$ cat src/hdl/phx_pkg.sv
// Philox-4x32 generator package: payload types and round constants.
package phx_pkg;

  localparam logic [31:0] MUL_A   = 32'hD2511F53;
  localparam logic [31:0] MUL_B   = 32'hCD9E8D57;
  localparam logic [31:0] WEYL_LO = 32'h9E3779B9;
  localparam logic [31:0] WEYL_HI = 32'hBB67AE85;

  typedef struct packed {
    logic [63:0] block_index;
    logic [63:0] counter_word;
  } in_item_t;

  typedef struct packed {
    logic [31:0] word0;
    logic [31:0] word1;
    logic [31:0] word2;
    logic [31:0] word3;
  } out_item_t;

  typedef struct packed {
    logic [31:0] x0;
    logic [31:0] x1;
    logic [31:0] x2;
    logic [31:0] x3;
  } phx_state_t;

endpackage

$ cat src/hdl/phx_round.sv
// One registered Philox round: two 32x32 products, XOR mix with the round key.
module phx_round #(
  parameter int unsigned ROUND_IDX = 0
) (
  input  logic                clk,
  input  logic                rst_n,
  input  logic                adv,
  input  logic                in_valid,
  input  phx_pkg::phx_state_t in_state,
  input  logic [63:0]         key,
  output logic                valid_r,
  output phx_pkg::phx_state_t state_r
);

  // round key offset: ROUND_IDX raises, modulo 2^32
  localparam logic [63:0] LO_OFF64 = 64'(ROUND_IDX) * 64'(phx_pkg::WEYL_LO);
  localparam logic [63:0] HI_OFF64 = 64'(ROUND_IDX) * 64'(phx_pkg::WEYL_HI);
  localparam logic [31:0] K0_OFF   = LO_OFF64[31:0];
  localparam logic [31:0] K1_OFF   = HI_OFF64[31:0];

  logic [31:0]         k0;
  logic [31:0]         k1;
  logic [63:0]         p0;
  logic [63:0]         p1;
  phx_pkg::phx_state_t state_nxt;
  logic                valid_nxt;

  assign k0 = key[31:0] + K0_OFF;
  assign k1 = key[63:32] + K1_OFF;
  assign p0 = 64'(phx_pkg::MUL_A) * 64'(in_state.x0);
  assign p1 = 64'(phx_pkg::MUL_B) * 64'(in_state.x2);

  always_comb begin
    state_nxt.x0 = p1[63:32] ^ in_state.x1 ^ k0;
    state_nxt.x1 = p1[31:0];
    state_nxt.x2 = p0[63:32] ^ in_state.x3 ^ k1;
    state_nxt.x3 = p0[31:0];
    valid_nxt    = in_valid;
  end

  always_ff @(posedge clk) begin
    if (!rst_n) begin
      valid_r <= 1'b0;
    end else if (adv) begin
      valid_r <= valid_nxt;
    end
  end

  always_ff @(posedge clk) begin
    if (adv) begin
      state_r <= state_nxt;
    end
  end

endmodule

$ cat config.mk
export PLATFORM = sky130hd
export DESIGN_NAME = phx_round
export DESIGN_NICKNAME = d
export VERILOG_FILES = /design/src/hdl/phx_pkg.sv /design/src/hdl/phx_round.sv
export SDC_FILE = /design/constraint.sdc
export NUM_CORES = 2
export LEC_CHECK = 0
export ABC_AREA = 1
export BUFFER_PORTS_ARGS = -buffer_cell sky130_fd_sc_hd__buf_2
export CORE_ASPECT_RATIO = 1.5
export CORE_MARGIN = 5
export CORE_UTILIZATION = 69
export DETAILED_ROUTE_END_ITERATION = 8
export GPL_TIMING_DRIVEN = 0
export PLACE_DENSITY = 0.9
export SLEW_MARGIN = 10
export SYNTH_ARGS = -nofsm -noshare
export SYNTH_HDL_FRONTEND = slang
export SYNTH_SLANG_ARGS = --single-unit
$ cat constraint.sdc
create_clock -name clk -period 19.77 [get_ports clk]
set_clock_uncertainty 0.2 [all_clocks]
set_input_delay 2.9655 -clock clk [delete_from_list [all_inputs] [get_ports clk]]
set_output_delay 2.9655 -clock clk [all_outputs]
set_load 0.01 [all_outputs]
==> out/metrics.csv <==
metric,value,unit
status,completed,
final setup TNS,0,ns
crit-path max FO,7,
gr usage total,0.462,
WP data arrival,10.07,ns
post-synth top area cell,fa_1,
main flop type after synthesis,edfxtp_1,
min cycle time layout,9.97,ns
first-pass GRT wire length,234000,um
Num CTS Buffers,17,
Vias/cell,5.65,
synthesized area,44900,sq um
Area growth syn-to-layout,7.44,%
sequential element share of the synthesized area,0.0860,
htree depth,4,
PortBufs,324,
Mapped Nets,6993,
core footprint,64500,sq um
fraction of registers with async set/reset,0,
Post-synth EDFFs,128,
slew margin rel.,0.228,
via count,36300,
DIE AREA,70400,sq um
Starting Density,0.696,
WS Path Type,in -> reg,
Clock Latency Late Sink,0.51,ns
largest net degree at the start of global routing,85,
register bit total from synthesis,129,
layout cell share with drive strength beyond 1,0.0768,
total global routing overflow,0,
Residual DRC,0,
Total Nets Final,7337,
met1 Use GR,0.425,
CTS sink count,129,
worst hold-check path type,reg -> reg,
CP startpoint kind,input pin,
Die Width,218,um
clk slew on worst S/H paths,0.09,ns
DR WL/cell,24.7,um
initial antenna violation count,5,
Final setup viols,0,
# Post-CTS Setup Buffers,0,
M3 GR Usage,0.0968,
CTS tree,built,
root buf cell,clkbuf_16,
routability cong.,1.08,
Site Rows,114,
count of cell types in the netlist,38,
post-CTS resize count,0,
Max clock buf depth,2,
max-cap viol count,0,
Max Clk Rate,0.100,GHz
initial DRC count,2536,
Cells after Synth,5188,
DPL Wire Length,140000,um
Routed WL,158000,um
Tcrit/Tclk final,0.504,
critical path required time,19.87,ns
# hold bufs at CTS,0,
fin. max-slew vios,0,
busiest grt layer,met2,
Post-Syn Area per Cell,8.65,sq um
DRT Pass-1 Iters,8,
Synth top area share,0.359,
die height,322,um
Worst-Margin Slew,1.15,ns
ANT nets after route,0,
IO Pins,325,
final hold violation count,0,
unrepaired setup endpoints after global routing,false,
GRT met2 Usage,0.791,
YS warnings,0,
vias in the first global route,40100,
synth top area cells,"fa_1 36%, ha_1 22%, inv_1 14%",
endpoint class of the critical path,flop,
-- cells by family (layout without fill, tap and decap cells) --
| family | count (synthesis) | in the layout | share of synthesized area |
|---|---|---|---|
| buf+inv | 1698 | 2055 | 0.142 |
| fa+ha+maj | 1609 | 1609 | 0.583 |
| simple gates | 1350 | 1350 | 0.126 |
| compound gates | 201 | 201 | 0.0243 |
| xor+xnor | 201 | 201 | 0.0392 |
| flops | 129 | 129 | 0.0860 |
| other cells | 0 | 4 | 0 |
-- per-layer routing --
layer / wire (um) / vias to the layer above
li1: - / 16000
met5: 0 / -
met4: 24100 / 0
met3: 11200 / 947
met1: 45700 / 17400
met2: 77400 / 1967
-- Yosys cell counts (2+ instances only) --
master,count
o21bai_1,25
nor2_2,17
nand3b_1,24
nand2_1,938
nor3_1,6
nand3b_2,2
nor2_1,195
and3_1,5
a21o_1,3
nand4_1,27
nor3_2,5
o21ai_0,39
nor4_1,3
and2_1,6
inv_1,1695
nand2_2,14
fa_1,805
o21ai_1,3
or2_2,8
edfxtp_1,128
a21oi_1,127
xor2_1,106
nand3_2,13
inv_2,3
xnor2_1,95
nor2_4,2
ha_1,804
nand3_1,80
-- critical path, cell delays in order --
cell and delay (ns):
buf_2 0.31, fa_1 0.52, ha_1 0.52, inv_1 0.11
fa_1 0.43, fa_1 0.70, inv_1 0.11, fa_1 0.51
fa_1 0.47, fa_1 0.85, inv_1 0.12, fa_1 0.50
inv_1 0.05, ha_1 0.34, nand2_1 0.14, inv_1 0.05
nand2_1 0.06, nand2_1 0.08, a21oi_1 0.42, nand3_1 0.39
nand2_1 0.20, nand4_1 0.10, nand2_1 0.08, inv_1 0.04
-- final timing paths --
check	end	cells after the start	startpoint	slack (ns)
worst min register to register	valid_r	2	valid_r	0.35
worst min-delay path	valid_r	2	valid_r	0.35
worst max-delay path	state_r[123]	24	in_state[39]	9.80
worst max register to register	valid_r	2	valid_r	18.91
-- through the flow --
| stage | setup WS (ns) | util | cells | hold WS, ns | cell area [sq um] |
|---|---|---|---|---|---|
| after floorplan | 10.97 | - | 5188 | 0.355 | 44900 |
| after global placement | 9.63 | 0.738 | 6382 | 0.324 | 47600 |
| after detailed placement | 9.59 | 0.739 | 6383 | 0.345 | 47600 |
| after CTS | 10.10 | 0.748 | 6415 | 0.354 | 48200 |
| after global routing | 9.71 | 0.748 | 6415 | 0.409 | 48200 |
| final | 9.80 | 0.748 | 6419 | 0.349 | 48200 |
-- cell usage in the layout (no fill, tap or decap), types with 24 or more instances in the layout --
cell type,count
buf_2,323
a21oi_1,127
fa_1,805
nor2_1,195
xnor2_1,95
o21bai_1,25
nand3_1,80
nand3b_1,24
o21ai_0,39
nand4_1,27
inv_1,1695
nand2_1,938
xor2_1,106
ha_1,804
edfxtp_1,128
-- area by class of cell --
cell class	instances	area (sq um)
diodes	4	10.0
clock buffers	17	425
clock inverters	15	160
fillers	4923	16200
inverters	1698	6370
multi-input cells	3361	34700
flip-flops and latches	129	3860
well taps	870	1090
repair buffers	325	1660
-- flip-flops by register name, summed over array words and instances, names as in the netlist --
signal and count:
state_r 128, valid_r 1
Power is not shown: default switching activity piles up to over one toggle a cycle in this logic, so the estimate is an artifact.
